<file path="config.mk">
export PLATFORM = sky130hd
export DESIGN_NAME = slew_duty_profile_controller_top
export DESIGN_NICKNAME = d
export VERILOG_FILES = /design/src/sv/sdpc_pkg.sv /design/src/sv/slew_duty_profile_controller_top.sv /design/src/sv/sdpc_datapath.sv /design/src/sv/sdpc_controller.sv /design/src/sv/sdpc_csr.sv
export SDC_FILE = /design/constraint.sdc
export NUM_CORES = 2
export LEC_CHECK = 0
export ABC_AREA = 1
export BUFFER_PORTS_ARGS = -buffer_cell sky130_fd_sc_hd__buf_2
export CORE_UTILIZATION = 48
export CTS_BUF_LIST = sky130_fd_sc_hd__clkbuf_2
export DETAILED_ROUTE_END_ITERATION = 7
export GPL_ROUTABILITY_DRIVEN = 0
export PLACE_DENSITY = 0.63
export SLEW_MARGIN = 25
export SYNTH_ARGS = -nofsm -noshare
export SYNTH_HDL_FRONTEND = slang
export SYNTH_SLANG_ARGS = --single-unit
</file>
<file path="constraint.sdc">
create_clock -name clock -period 31.4 [get_ports clock]
set_input_delay 1.57 -clock clock [delete_from_list [all_inputs] [get_ports clock]]
set_output_delay 1.57 -clock clock [all_outputs]
set_load 0.005 [all_outputs]
</file>
<file path="src/sv/sdpc_pkg.sv">
// ----------------------------------------------------------------------------
// sdpc_pkg
// Types, constants and register map of the slew duty profile controller.
// ----------------------------------------------------------------------------
package sdpc_pkg;

   localparam int ANGLE_WIDTH_DEF = 16;
   localparam int DUTY_WIDTH_DEF  = 10;
   localparam int CSR_ADDR_WIDTH  = 5;

   typedef enum logic [2:0] {
      REG_ACCEL_ANGLE     = 3'd0,
      REG_MIN_DUTY        = 3'd1,
      REG_MAX_DUTY        = 3'd2,
      REG_TOLERANCE       = 3'd3,
      REG_STALL_PERIOD    = 3'd4,
      REG_STALL_THRESHOLD = 3'd5,
      REG_DESTALL_DUTY    = 3'd6,
      REG_DESTALL_TRIES   = 3'd7
   } reg_index_type;

   typedef enum logic [1:0] {
      KIND_START     = 2'd0,
      KIND_SAMPLE    = 2'd1,
      KIND_INTERRUPT = 2'd2
   } kind_type;

   typedef enum logic [1:0] {
      PHASE_ACCEL   = 2'd0,
      PHASE_PLATEAU = 2'd1,
      PHASE_DECEL   = 2'd2
   } phase_type;

   typedef enum logic [2:0] {
      ST_IDLE      = 3'd0,
      ST_MOVING    = 3'd1,
      ST_REACHED   = 3'd2,
      ST_EARLY     = 3'd3,
      ST_STALLED   = 3'd4,
      ST_WRONG_DIR = 3'd5,
      ST_EMERGENCY = 3'd6
   } status_type;

   typedef struct packed {
      logic [1:0]         kind;
      logic signed [15:0] target_angle;
      logic signed [15:0] angle;
   } req_type;

   typedef struct packed {
      logic [9:0] duty;
      logic       motor_on;
      logic       direction_negative;
      logic [1:0] phase;
      logic       destall;
      logic [2:0] status;
   } rsp_type;

   typedef struct packed {
      logic [14:0] accel_angle;
      logic [9:0]  min_duty;
      logic [9:0]  max_duty;
      logic [14:0] tolerance;
      logic [15:0] stall_period;
      logic [14:0] stall_threshold;
      logic [9:0]  destall_duty;
      logic [3:0]  destall_tries;
   } cfg_type;

   // controller -> datapath
   typedef struct packed {
      logic load;     // latch request, compute remaining distances
      logic div_go;   // start rounding divider
      logic finish;   // commit the result
   } cmd_type;

   // datapath -> controller
   typedef struct packed {
      logic div_done;
   } sts_type;

endpackage

</file>
<file path="src/sv/slew_duty_profile_controller_top.sv">
// Slew duty profile controller. Each transfer on req_ carries a start, an
// angle sample or an interrupt and yields one transfer on rsp_. Starts,
// interrupts and unknown kinds pass from acceptance through the finish state
// to rsp_valid; samples first pass the multiply and select states and the
// 48-step bit-serial rounding divider of the ramp duty. One item is in flight
// at a time; a new item is taken the cycle after the result transfer.
// ----------------------------------------------------------------------------
// slew_duty_profile_controller_top
// Top level: register port, sequencer and ramp datapath.
// ----------------------------------------------------------------------------
module slew_duty_profile_controller_top #(
   parameter int ANGLE_WIDTH = sdpc_pkg::ANGLE_WIDTH_DEF,
   parameter int DUTY_WIDTH  = sdpc_pkg::DUTY_WIDTH_DEF
) (
   input  logic                                clock,
   input  logic                                reset,
   input  logic                                req_valid,
   output logic                                req_stall,
   input  sdpc_pkg::req_type                   req_data,
   output logic                                rsp_valid,
   input  logic                                rsp_stall,
   output sdpc_pkg::rsp_type                   rsp_data,
   input  logic                                csr_psel,
   input  logic                                csr_penable,
   input  logic                                csr_pwrite,
   input  logic [sdpc_pkg::CSR_ADDR_WIDTH-1:0] csr_paddr,
   input  logic [31:0]                         csr_pwdata,
   output logic [31:0]                         csr_prdata,
   output logic                                csr_pready
);
   import sdpc_pkg::*;

   cfg_type cfg;
   cmd_type cmd;
   sts_type sts;

   sdpc_csr u_csr (
      .clock, .reset,
      .psel(csr_psel), .penable(csr_penable), .pwrite(csr_pwrite),
      .paddr(csr_paddr), .pwdata(csr_pwdata), .prdata(csr_prdata),
      .pready(csr_pready), .cfg(cfg)
   );

   sdpc_controller u_ctrl (
      .clock, .reset,
      .req_valid, .req_stall, .req_data,
      .rsp_valid, .rsp_stall,
      .cmd(cmd), .sts(sts)
   );

   sdpc_datapath #(.ANGLE_WIDTH(ANGLE_WIDTH), .DUTY_WIDTH(DUTY_WIDTH)) u_dp (
      .clock, .reset, .cfg(cfg), .req(req_data), .cmd(cmd), .sts(sts),
      .rsp(rsp_data)
   );

endmodule

</file>
<file path="src/sv/sdpc_datapath.sv">
// ----------------------------------------------------------------------------
// sdpc_datapath
// Slew state, ramp arithmetic with a bit-serial rounding divider, result.
// ----------------------------------------------------------------------------
module sdpc_datapath #(
   parameter int ANGLE_WIDTH = sdpc_pkg::ANGLE_WIDTH_DEF,
   parameter int DUTY_WIDTH  = sdpc_pkg::DUTY_WIDTH_DEF
) (
   input  logic             clock,
   input  logic             reset,
   input  sdpc_pkg::cfg_type cfg,
   input  sdpc_pkg::req_type req,
   input  sdpc_pkg::cmd_type cmd,
   output sdpc_pkg::sts_type sts,
   output sdpc_pkg::rsp_type rsp
);
   import sdpc_pkg::*;

   localparam int AW = ANGLE_WIDTH;   // angle field width
   localparam int DW = DUTY_WIDTH;    // duty field width
   localparam int PW = 48;   // numerator width
   localparam int QW = 34;   // quotient width
   localparam int CW = $clog2(QW + 1);
   localparam logic signed [AW+1:0] ANG_MAX = (AW+2)'((64'sd1 <<< (AW-1)) - 64'sd1);
   localparam logic signed [AW+1:0] ANG_MIN = -ANG_MAX - (AW+2)'(1);

   logic                 active_ff, dir_neg_ff, intr_ff;
   logic signed [AW-1:0] start_ff, goal_ff, check_ff, last_angle_ff;
   logic signed [AW:0]   last_ramp_ff;
   logic [15:0]          ticks_ff;
   logic [3:0]           stalls_ff;
   phase_type            last_phase_ff;
   logic [DW-1:0]        last_duty_ff;

   req_type              req_ff;
   logic signed [AW+1:0] up_ff, left_ff;
   logic signed [PW-1:0] nup_ff, ndn_ff;
   logic                 sel_down_ff;
   logic                 neg_ff;
   logic [PW-1:0]        num_ff;
   logic [PW-1:0]        rem_ff;
   logic [QW-1:0]        quo_ff;
   logic [CW-1:0]        cnt_ff;
   logic                 busy_ff, step_ff;

   logic [14:0]          acc;
   logic signed [11:0]   span;
   logic [24:0]          base_p;
   logic signed [PW-1:0] base;
   logic signed [AW+1:0] up_c, left_c;
   logic signed [AW+1:0] diff_dn;
   logic signed [AW+13:0] pup_c, pdn_c;

   assign acc    = (cfg.accel_angle == '0) ? 15'd1 : cfg.accel_angle;
   assign span   = $signed({2'b00, cfg.max_duty}) - $signed({2'b00, cfg.min_duty});
   assign base_p = cfg.min_duty * acc;
   assign base   = $signed({{(PW-25){1'b0}}, base_p});

   assign up_c   = dir_neg_ff ? (AW+2)'(start_ff) - (AW+2)'(req.angle)
                              : (AW+2)'(req.angle) - (AW+2)'(start_ff);
   assign left_c = dir_neg_ff ? (AW+2)'(req.angle) - (AW+2)'(goal_ff)
                              : (AW+2)'(goal_ff) - (AW+2)'(req.angle);
   assign diff_dn = left_ff - $signed({3'b000, cfg.tolerance});

   assign pup_c = up_ff * span;
   assign pdn_c = diff_dn * span;

   // divider: magnitude of numerator, 2*mag + d over 2*d, restoring
   logic signed [PW-1:0] n_sel;
   logic [PW-1:0]        n_abs;
   logic [PW-1:0]        mag2;
   logic [PW-1:0]        rem_sh, d2;
   assign n_sel  = (sel_down_ff ? ndn_ff : nup_ff) + base;
   assign n_abs  = (n_sel < 0) ? PW'(-n_sel) : PW'(n_sel);
   assign mag2   = {n_abs[PW-2:0], 1'b0} + PW'(acc);
   assign d2     = PW'({acc, 1'b0});
   assign rem_sh = {rem_ff[PW-2:0], num_ff[PW-1]};

   always_ff @(posedge clock) begin
      if (cmd.load) begin
         req_ff  <= req;
         up_ff   <= up_c;
         left_ff <= left_c;
      end
      if (step_ff) begin
         nup_ff <= PW'(pup_c);
         ndn_ff <= PW'(pdn_c);
      end
      if (cmd.div_go) begin
         sel_down_ff <= !(nup_ff <= ndn_ff);
      end
   end

   always_ff @(posedge clock) begin
      if (reset) begin
         step_ff <= 1'b0;
      end else begin
         step_ff <= cmd.load;
      end
   end

   // divider: go latches selection, prep loads the numerator, then iterate
   logic prep_ff;
   always_ff @(posedge clock) begin
      if (reset) begin
         prep_ff <= 1'b0;
         busy_ff <= 1'b0;
         cnt_ff  <= '0;
      end else begin
         prep_ff <= cmd.div_go;
         if (prep_ff) begin
            busy_ff <= 1'b1;
            cnt_ff  <= CW'(PW);
         end else if (busy_ff) begin
            cnt_ff <= cnt_ff - 1'b1;
            if (cnt_ff == CW'(1)) begin
               busy_ff <= 1'b0;
            end
         end
      end
   end

   always_ff @(posedge clock) begin
      if (prep_ff) begin
         neg_ff <= n_sel < 0;
         num_ff <= mag2;
         rem_ff <= '0;
         quo_ff <= '0;
      end else if (busy_ff) begin
         num_ff <= {num_ff[PW-2:0], 1'b0};
         if (rem_sh >= d2) begin
            rem_ff <= rem_sh - d2;
            quo_ff <= {quo_ff[QW-2:0], 1'b1};
         end else begin
            rem_ff <= rem_sh;
            quo_ff <= {quo_ff[QW-2:0], 1'b0};
         end
      end
   end

   logic done_ff;
   always_ff @(posedge clock) begin
      if (reset) begin
         done_ff <= 1'b0;
      end else begin
         done_ff <= busy_ff && (cnt_ff == CW'(1));
      end
   end
   assign sts.div_done = done_ff;

   // final evaluation
   logic signed [QW:0]   q_s;
   logic signed [QW:0]   duty_c;
   phase_type            ph_c;
   logic [DW-1:0]        duty_f;
   logic [AW:0]          chg_mag;
   logic signed [AW:0]   chg;
   rsp_type              out_c;
   logic                 active_in, intr_in;
   logic signed [AW-1:0] goal_in, start_in, check_in, last_angle_in;
   logic signed [AW:0]   last_ramp_in;
   logic [15:0]          ticks_in;
   logic [3:0]           stalls_in;
   phase_type            last_phase_in;
   logic [DW-1:0]        last_duty_in;
   logic                 dir_in;
   logic signed [AW+1:0] rt;
   logic [15:0]          tick1;
   rsp_type              rsp_ff;

   assign q_s = {1'b0, quo_ff};
   assign chg = (AW+1)'(req_ff.angle) - (AW+1)'(check_ff);
   assign chg_mag = chg < 0 ? (AW+1)'(-chg) : (AW+1)'(chg);
   assign tick1 = ticks_ff + 16'd1;

   always_comb begin
      duty_c = neg_ff ? -q_s : q_s;
      ph_c   = sel_down_ff ? PHASE_DECEL : PHASE_ACCEL;
      if (duty_c < $signed({{(QW-9){1'b0}}, cfg.min_duty})) begin
         duty_c = $signed({{(QW-9){1'b0}}, cfg.min_duty});
      end else if (duty_c >= $signed({{(QW-9){1'b0}}, cfg.max_duty})) begin
         ph_c   = PHASE_PLATEAU;
         duty_c = $signed({{(QW-9){1'b0}}, cfg.max_duty});
      end
      duty_f = duty_c[DW-1:0];
   end

   always_comb begin
      active_in     = active_ff;
      intr_in       = intr_ff;
      goal_in       = goal_ff;
      start_in      = start_ff;
      check_in      = check_ff;
      last_angle_in = last_angle_ff;
      last_ramp_in  = last_ramp_ff;
      ticks_in      = ticks_ff;
      stalls_in     = stalls_ff;
      last_phase_in = last_phase_ff;
      last_duty_in  = last_duty_ff;
      dir_in        = dir_neg_ff;
      rt            = '0;
      out_c         = '0;
      out_c.phase   = last_phase_ff;
      out_c.status  = active_ff ? ST_MOVING : ST_IDLE;
      if (active_ff) begin
         out_c.duty     = last_duty_ff;
         out_c.motor_on = 1'b1;
      end
      case (kind_type'(req_ff.kind))
         KIND_START: begin
            goal_in       = req_ff.target_angle;
            start_in      = req_ff.angle;
            dir_in        = !(req_ff.target_angle > req_ff.angle);
            check_in      = req_ff.angle;
            ticks_in      = '0;
            stalls_in     = cfg.destall_tries;
            intr_in       = 1'b0;
            last_phase_in = PHASE_ACCEL;
            last_angle_in = req_ff.angle;
            last_ramp_in  = '0;
            last_duty_in  = '0;
            active_in     = 1'b1;
            out_c         = '0;
            out_c.motor_on = 1'b1;
            out_c.status   = ST_MOVING;
         end
         KIND_INTERRUPT: begin
            if (active_ff) begin
               if (intr_ff) begin
                  active_in = 1'b0;
                  out_c.duty = '0;
                  out_c.motor_on = 1'b0;
                  out_c.status = ST_EMERGENCY;
               end else begin
                  intr_in = 1'b1;
                  if (last_phase_ff == PHASE_ACCEL) begin
                     rt = dir_neg_ff ? (AW+2)'(last_angle_ff) - (AW+2)'(last_ramp_ff)
                                     : (AW+2)'(last_angle_ff) + (AW+2)'(last_ramp_ff);
                  end else begin
                     rt = dir_neg_ff
                        ? (AW+2)'(last_angle_ff) - $signed({3'b000, cfg.accel_angle})
                        : (AW+2)'(last_angle_ff) + $signed({3'b000, cfg.accel_angle});
                  end
                  if (last_phase_ff == PHASE_ACCEL || last_phase_ff == PHASE_PLATEAU) begin
                     if (rt > ANG_MAX) goal_in = ANG_MAX[AW-1:0];
                     else if (rt < ANG_MIN) goal_in = ANG_MIN[AW-1:0];
                     else goal_in = rt[AW-1:0];
                  end
               end
            end
         end
         KIND_SAMPLE: begin
            if (active_ff) begin
               if (left_ff < $signed({3'b000, cfg.tolerance})) begin
                  active_in = 1'b0;
                  out_c.duty = '0;
                  out_c.motor_on = 1'b0;
                  out_c.status = intr_ff ? ST_EARLY : ST_REACHED;
               end else begin
                  last_phase_in = ph_c;
                  last_angle_in = req_ff.angle;
                  last_ramp_in  = up_ff[AW:0];
                  last_duty_in  = duty_f;
                  out_c.duty    = duty_f;
                  out_c.phase   = ph_c;
                  ticks_in      = tick1;
                  if (tick1 >= cfg.stall_period) begin
                     check_in = req_ff.angle;
                     ticks_in = '0;
                     if (chg_mag < {2'b00, cfg.stall_threshold}) begin
                        if (stalls_ff != '0) begin
                           stalls_in     = stalls_ff - 4'd1;
                           out_c.duty    = cfg.destall_duty;
                           out_c.destall = 1'b1;
                        end else begin
                           active_in = 1'b0;
                           out_c.duty = '0;
                           out_c.motor_on = 1'b0;
                           out_c.phase = last_phase_ff;
                           out_c.status = ST_STALLED;
                        end
                     end else if ((chg < 0) != dir_neg_ff) begin
                        active_in = 1'b0;
                        out_c.duty = '0;
                        out_c.motor_on = 1'b0;
                        out_c.phase = last_phase_ff;
                        out_c.status = ST_WRONG_DIR;
                     end else begin
                        stalls_in = '0;
                     end
                  end
                  if (!active_in) begin
                     out_c.phase = ph_c;
                  end
               end
            end
         end
         default: begin
         end
      endcase
      out_c.direction_negative = dir_in;
   end

   always_ff @(posedge clock) begin
      if (reset) begin
         active_ff     <= 1'b0;
         dir_neg_ff    <= 1'b0;
         intr_ff       <= 1'b0;
         start_ff      <= '0;
         goal_ff       <= '0;
         check_ff      <= '0;
         last_angle_ff <= '0;
         last_ramp_ff  <= '0;
         ticks_ff      <= '0;
         stalls_ff     <= '0;
         last_phase_ff <= PHASE_ACCEL;
         last_duty_ff  <= '0;
      end else if (cmd.finish) begin
         active_ff     <= active_in;
         dir_neg_ff    <= dir_in;
         intr_ff       <= intr_in;
         start_ff      <= start_in;
         goal_ff       <= goal_in;
         check_ff      <= check_in;
         last_angle_ff <= last_angle_in;
         last_ramp_ff  <= last_ramp_in;
         ticks_ff      <= ticks_in;
         stalls_ff     <= stalls_in;
         last_phase_ff <= last_phase_in;
         last_duty_ff  <= last_duty_in;
      end
   end

   always_ff @(posedge clock) begin
      if (cmd.finish) begin
         rsp_ff <= out_c;
      end
   end
   assign rsp = rsp_ff;

endmodule

</file>
<file path="src/sv/sdpc_controller.sv">
// ----------------------------------------------------------------------------
// sdpc_controller
// Sequencer: accept, ramp computation, division, result handoff.
// ----------------------------------------------------------------------------
module sdpc_controller (
   input  logic              clock,
   input  logic              reset,
   input  logic              req_valid,
   output logic              req_stall,
   input  sdpc_pkg::req_type req_data,
   output logic              rsp_valid,
   input  logic              rsp_stall,
   output sdpc_pkg::cmd_type cmd,
   input  sdpc_pkg::sts_type sts
);
   import sdpc_pkg::*;

   typedef enum logic [5:0] {
      S_IDLE = 6'b000001,
      S_MUL  = 6'b000010,
      S_SEL  = 6'b000100,
      S_DIV  = 6'b001000,
      S_FIN  = 6'b010000,
      S_OUT  = 6'b100000
   } state_type;

   state_type state_ff, state_in;
   logic      accept;
   logic      is_sample;

   assign accept = req_valid && !req_stall;
   assign req_stall = (state_ff != S_IDLE);
   assign rsp_valid = (state_ff == S_OUT);
   assign is_sample = (req_data.kind == KIND_SAMPLE);

   always_comb begin
      state_in = state_ff;
      cmd = '0;
      case (state_ff)
         S_IDLE: begin
            if (accept) begin
               cmd.load = 1'b1;
               state_in = is_sample ? S_MUL : S_FIN;
            end
         end
         S_MUL: state_in = S_SEL;
         S_SEL: begin
            cmd.div_go = 1'b1;
            state_in = S_DIV;
         end
         S_DIV: if (sts.div_done) state_in = S_FIN;
         S_FIN: begin
            cmd.finish = 1'b1;
            state_in = S_OUT;
         end
         S_OUT: if (!rsp_stall) state_in = S_IDLE;
         default: state_in = S_IDLE;
      endcase
   end

   always_ff @(posedge clock) begin
      if (reset) begin
         state_ff <= S_IDLE;
      end else begin
         state_ff <= state_in;
      end
   end

endmodule

</file>
<file path="src/sv/sdpc_csr.sv">
// ----------------------------------------------------------------------------
// sdpc_csr
// APB-style register file for the ramp and stall settings.
// ----------------------------------------------------------------------------
module sdpc_csr (
   input  logic                                 clock,
   input  logic                                 reset,
   input  logic                                 psel,
   input  logic                                 penable,
   input  logic                                 pwrite,
   input  logic [sdpc_pkg::CSR_ADDR_WIDTH-1:0]  paddr,
   input  logic [31:0]                          pwdata,
   output logic [31:0]                          prdata,
   output logic                                 pready,
   output sdpc_pkg::cfg_type                    cfg
);
   import sdpc_pkg::*;

   cfg_type       cfg_ff;
   reg_index_type idx;

   assign idx    = reg_index_type'(paddr[4:2]);
   assign pready = 1'b1;
   assign cfg    = cfg_ff;

   always_ff @(posedge clock) begin
      if (reset) begin
         cfg_ff.accel_angle     <= 15'd640;
         cfg_ff.min_duty        <= 10'd100;
         cfg_ff.max_duty        <= 10'd1023;
         cfg_ff.tolerance       <= 15'd6;
         cfg_ff.stall_period    <= 16'd100;
         cfg_ff.stall_threshold <= 15'd6;
         cfg_ff.destall_duty    <= 10'd1023;
         cfg_ff.destall_tries   <= 4'd3;
      end else if (psel && penable && pwrite) begin
         case (idx)
            REG_ACCEL_ANGLE:     cfg_ff.accel_angle     <= pwdata[14:0];
            REG_MIN_DUTY:        cfg_ff.min_duty        <= pwdata[9:0];
            REG_MAX_DUTY:        cfg_ff.max_duty        <= pwdata[9:0];
            REG_TOLERANCE:       cfg_ff.tolerance       <= pwdata[14:0];
            REG_STALL_PERIOD:    cfg_ff.stall_period    <= pwdata[15:0];
            REG_STALL_THRESHOLD: cfg_ff.stall_threshold <= pwdata[14:0];
            REG_DESTALL_DUTY:    cfg_ff.destall_duty    <= pwdata[9:0];
            REG_DESTALL_TRIES:   cfg_ff.destall_tries   <= pwdata[3:0];
            default: begin
            end
         endcase
      end
   end

   always_comb begin
      prdata = '0;
      case (idx)
         REG_ACCEL_ANGLE:     prdata = 32'(cfg_ff.accel_angle);
         REG_MIN_DUTY:        prdata = 32'(cfg_ff.min_duty);
         REG_MAX_DUTY:        prdata = 32'(cfg_ff.max_duty);
         REG_TOLERANCE:       prdata = 32'(cfg_ff.tolerance);
         REG_STALL_PERIOD:    prdata = 32'(cfg_ff.stall_period);
         REG_STALL_THRESHOLD: prdata = 32'(cfg_ff.stall_threshold);
         REG_DESTALL_DUTY:    prdata = 32'(cfg_ff.destall_duty);
         REG_DESTALL_TRIES:   prdata = 32'(cfg_ff.destall_tries);
         default:             prdata = '0;
      endcase
   end

endmodule

</file>
# Word level (Yosys, flattened, before mapping)
# Index checks and enable logic that the tools add are counted.
# classes
addsub	20
n_mul	3
magnitude_cmp	12
eq_ne	31
mux	114
n_reduce_logical	34
# op_table
operator	n
case mux 32 bit (8 select lines)	1
2-to-1 mux 16 bit	13
2-to-1 mux 18 bit	8
2-to-1 mux 48 bit	3
case mux 16 bit (2 select lines)	4
subtractor 16 x 16 -> 17 bit	6
2-to-1 mux 47 bit	2
2-to-1 mux 11 bit	8
multiplier 18 x 11 -> 29 bit	2
2-to-1 mux 17 bit	3
2-to-1 mux 10 bit	5
adder 48 x 15 -> 48 bit	1
adder 48 x 26 -> 48 bit	1
>= comparator 48 x 16 -> 1 bit	1
< comparator 48 x 1 -> 1 bit, second input constant	1
negation 47 bit	1
subtractor 47 x 16 -> 47 bit	1
2-to-1 mux 6 bit	7
case mux 6 bit (6 select lines)	1
>= comparator 35 x 11 -> 1 bit	1
< comparator 35 x 11 -> 1 bit	1
2-to-1 mux 35 bit	1
negation 34 -> 35 bit	1
case mux 17 bit (2 select lines)	1
other kinds (64)	140
# totals
regBits	506
out_inout_bits	53
elab_cells	259

# Depth between registers and ports, before layout
# depth
ltp_word	13
mapped_depth	64

# By module
# From an unflattened synthesis, not the netlist that was laid out.
# hier_totals
cells_unflattened	7440
area_unflattened_um2	54713.7
# by_module_without_submodules
module	instances	cells_each	area_per_inst_um2	seq_area_each_um2
sdpc_datapath	1	6747	49832.8	9969.6
sdpc_csr	1	636	4459.3	1901.8
sdpc_controller	1	57	421.7	120.1

# Worst setup path before layout
# No wires, ideal clock.
# synth_timing
kind	reg2reg
start	register u_csr.cfg_ff, in the netlist u_csr.cfg[80]
end	register u_dp.num_ff[27] (data pin)
setup_time_ps	253
arrival_time_ps	10117
required_time_ps	31147
path_slack_ps	21030
path_stages_with_launch	60
n_path_buf	2
cell_sequence	dfxtp_1 inv_1 ha_1 nand3_1 nor3_1 nand2_1 inv_1 nand3_1 nor3_1 nor2_1 inv_1 nand2_1 fa_1 fa_1 inv_1 fa_1 fa_1 inv_1 [24 not listed] o21ai_0 inv_1 fa_1 inv_1 nand3_1 nand2_1 nand2_1 nand2_1 a21oi_1 o31ai_1 a21boi_0 o21ai_0 nor2b_4 nand3_2 nor2_1 nand2_1 nand3_1 nand2_1
# synth_via
elab_chain_cells	8
word_cells_on_any_way	9
# synth_lines
element	line_no	rtl
start: declaration	sdpc_csr.sv:19	cfg_type cfg_ff;
logical NOT 15 bit	sdpc_datapath.sv:54	assign acc = (cfg.accel_angle == '0) ? 15'd1 : cfg.accel_angle;
2-to-1 mux 15 bit (*)	sdpc_datapath.sv:54	
via u_dp.acc[0]	sdpc_datapath.sv:46	logic [14:0] acc;
multiplier 10 x 15 -> 25 bit (*)	sdpc_datapath.sv:56	assign base_p = cfg.min_duty * acc;
adder 48 x 26 -> 48 bit (*)	sdpc_datapath.sv:73	assign n_sel = (sel_down_ff ? ndn_ff : nup_ff) + base;
via u_dp.n_sel[47]	sdpc_datapath.sv:69	logic signed [PW-1:0] n_sel;
< comparator 48 x 1 -> 1 bit (*)	sdpc_datapath.sv:74	assign n_abs = (n_sel < 0) ? PW'(-n_sel) : PW'(n_sel);
2-to-1 mux 47 bit (*)	sdpc_datapath.sv:74	
adder 48 x 15 -> 48 bit (*)	sdpc_datapath.sv:75	assign mag2 = {n_abs[PW-2:0], 1'b0} + PW'(acc);
2-to-1 mux 48 bit (*)	sdpc_datapath.sv:124	if (prep_ff) begin
end signal: assignment	sdpc_datapath.sv:126	num_ff <= mag2;
end signal: assignment	sdpc_datapath.sv:130	num_ff <= {num_ff[PW-2:0], 1'b0};
end: declaration	sdpc_datapath.sv:40	logic [PW-1:0] num_ff;
# Mark *: on every way through the listed nets, which the timed path passes. The rest lies on a longest branch.
# A chain may end at the register's enable or synchronous reset.

# Final worst setup path
# layout_timing
start	register u_csr.cfg_ff, in the netlist u_csr.cfg[83]
end	register u_dp.num_ff[27] (data pin)
# layout_via
elab_chain_cells	8
word_cells_on_any_way	9
# layout_lines
element	line_no
logical NOT 15 bit (*)	sdpc_datapath.sv:54
2-to-1 mux 15 bit (*)	sdpc_datapath.sv:54
via u_dp.acc[0]	sdpc_datapath.sv:46
multiplier 10 x 15 -> 25 bit	sdpc_datapath.sv:56
adder 48 x 26 -> 48 bit	sdpc_datapath.sv:73
negation 47 bit / < comparator 48 x 1 -> 1 bit (equally long branches)	sdpc_datapath.sv:74
2-to-1 mux 47 bit	sdpc_datapath.sv:74
adder 48 x 15 -> 48 bit (*)	sdpc_datapath.sv:75
2-to-1 mux 48 bit (*)	sdpc_datapath.sv:124
# Marks and branches as above.

==> results.md <==
- Global-route wire length before repair: 244.7 mm
- Synthesized area per cell: 7.465 um2
- Worst-case reg-to-reg path depth: 57
- 1st-iter DRT viols: 3770
- Post-synth ARST share: 0%
- Crit Path Max Fanout: 36
- HPWL after detailed placement: 123.3 mm
- Synth cell types: 69
- Post-synth EDFFs: 194
- Synthesized cell area: 53800 um2
- Largest net degree at the start of global routing: 93
- TNS Setup: 0 ns
- Slowest library cell on the worst path: dfxtp_1
- Total core area: 110800 um2
- Cell mode on critical path: nand2_1
- Max-cap violation count: 0
- Met3 GRT Util: 3.922%
- Arrival @ worst endpoint: 13.83 ns
- Count leader, synth: nand2_1
- Share of cells above drive strength 1: 6.478%
- Synth top area cells: fa_1 17%, dfxtp_1 11%, ha_1 11%
- Vias/cell: 5.332
- H-tree levels: 4
- Prevailing post-synth register cell: dfxtp_1
- Relative max-transition margin: 29.05%
- Slowest Stage Delay on Critical Path: 0.75 ns
- CP Launch Type: register
- Die Wd: 336.8 um
- Placed insts: 8607
- CTS tree: done
- Data required, critical path: 32.58 ns
- Met1 Resource Use GR: 37.95%
- Max clock buf depth: 3
- Final period utilization: 40.29%
- Worst-Skew Late Latency: 1.53 ns
- Setup violations, final: 0
- Via count: 47290
- Initial Utilization: 48.54%
- Kind of end point of the critical path: register
- RSZ-0062 raised after global routing: false
- Die area: 113400 um2
- Initial antenna violation count: 2
- Clk_skew: 0.1309 ns
- Total gr overflow: 0
- Fin. Hold Viols: 0
- Run status: complete, no violations
- Max Clock Freq: 0.07905 GHz
- Synth warnings: 0
- Cts-stage hold buffer count: 5
- CTS Buf Count: 140
- Die height: 336.8 um
- Post-Synthesis Cells: 7206
- Drt total wl: 156.9 mm
- Non-Filler Instances: 8870
- GRT Resource Usage Total: 27.60%
- Pre-Repair DR Iteration Count: 6
- Post-synth top cells: 1548 x nand2_1, 1300 x inv_1, 601 x nor2_1, 519 x a21oi_1, 481 x ha_1
- DRC: 0
- Final Max Tran Viols: 0
- Fillers: 11200
- Total setup buffers inserted after CTS: 0
- Seq/Total Area, Yosys: 22.29%
- Top-level I/O count: 131
- #FFs+latches synth: 502
- CTS resizes: 0
- WS Path Type: register to register
- Clk slew on worst S/H paths: 0.11 ns
- Worst Hold Class: input port to register
- Fin Hold WS: 0.2273 ns
- Worst-Margin Slew: 1.061 ns
- Fin crit period: 12.65 ns
- Vias in the first global route: 45050
- Hold-critical path depth: 1
- Cell row count: 122
- Clock Root Buffer: clkbuf_2
- Remaining antenna violation count: 0
- Synth area leader: fa_1
- Clk sinks: 502
- Top-area cell type share of the netlist area: 17.45%
- Buffers on Ports: 95
- Busiest layer in global routing: met2
- Area grow syn2layout: 5.684%
- Met2 usage: 44.50%
- Drt wl/cell: 17.69 um
- Nets: 8294
==> critical path: cells and delay by family (launching register included) <==
family / cells / cell delay (ns)
compound gates: 15 / 3.17
xor+xnor: 1 / 0.15
fa+ha+maj: 8 / 3.67
buf+inv: 11 / 1.79
flops: 1 / 0.75
simple gates: 22 / 2.85
==> logic make-up after synthesis <==
| family | after synthesis | synth area share, % |
|---|---|---|
| simple gates | 2719 | 20.99 |
| buf+inv | 1564 | 11.14 |
| compound gates | 1178 | 12.16 |
| fa+ha+maj | 950 | 28.64 |
| flops | 502 | 22.29 |
| xor+xnor | 280 | 4.559 |
| mux | 11 | 0.2047 |
| other cells | 2 | 0.01396 |
==> layout by cell type, fill, tap and decap left out, types with 16 or more instances in the layout <==
cell      instances
o21ai_0         374
a211oi_1         36
nand3b_1         21
inv_2            21
fa_1            469
nand2_2          33
clkinv_1         51
a31oi_1          30
o22ai_1          62
a21oi_1         518
conb_1           17
buf_4            34
xnor2_1          92
nand3_1         318
dfxtp_1         305
nand4_1          56
nor2_2           18
inv_1          1298
o211ai_1         45
o21ai_1          16
nor2_1          596
ha_1            481
nand2_1        1547
clkbuf_2        193
or2_2            18
nor3_1           58
buf_2            94
edfxtp_1        194
xor2_1          188
==> per-stage QoR <==
step	setup slack [ns]	utilization [%]	cell area [um2]
floorplan	21.03	-	53850
global placement	18.92	50.07	55490
detailed placement	18.82	50.08	55500
CTS	18.79	51.27	56820
global route	17.67	51.30	56850
finish	18.75	51.30	56850
==> flip-flops by register name (all words and copies together), names as in the netlist, 17 cells and up <==
register / count
u_dp.left_ff: 17
u_dp.up_ff: 17
u_dp.num_ff: 48
u_dp.req_ff: 34
u_dp.rem_ff: 47
u_csr.cfg: 95
u_dp.ndn_ff: 29
u_dp.nup_ff: 29
u_dp.last_ramp_ff: 17
u_dp.quo_ff: 34
u_dp.rsp: 18
==> layout make-up <==
class | instances | area [um2] | area share [%]
Timing Repair Buffer | 135 | 798.3 | 1.404
Clock buffer | 193 | 965.9 | 1.699
Clock inverter | 62 | 305.3 | 0.5370
Tap cell | 1488 | 1862 | 3.275
Multi-Input combinational cell | 5155 | 35920 | 63.17
Antenna cell | 3 | 7.507 | 0.01320
Sequential cell | 502 | 12000 | 21.10
Inverter | 1332 | 5002 | 8.799
==> worst paths after layout <==
| kind | slack, ns | end | startpoint |
|---|---|---|---|
| setup / recovery | 18.75 | u_dp.num_ff[27] | u_csr.cfg[83] |
| hold / removal | 0.23 | u_dp.req_ff[26] | req_data[26] |
| setup reg to reg | 18.75 | u_dp.num_ff[27] | u_csr.cfg[83] |
| hold reg to reg | 0.47 | u_dp.last_ramp_ff[2] | u_dp.last_ramp_ff[2] |
==> routing by layer <==
metal,wire [um],up-vias
li1,-,23120
met1,70030,22380
met2,72330,1487
met3,9834,296
met4,4711,0
met5,0,-
Power is left out: the tool's default activity adds up to more than one toggle a clock period on the data nets, which glitch-free logic cannot reach.
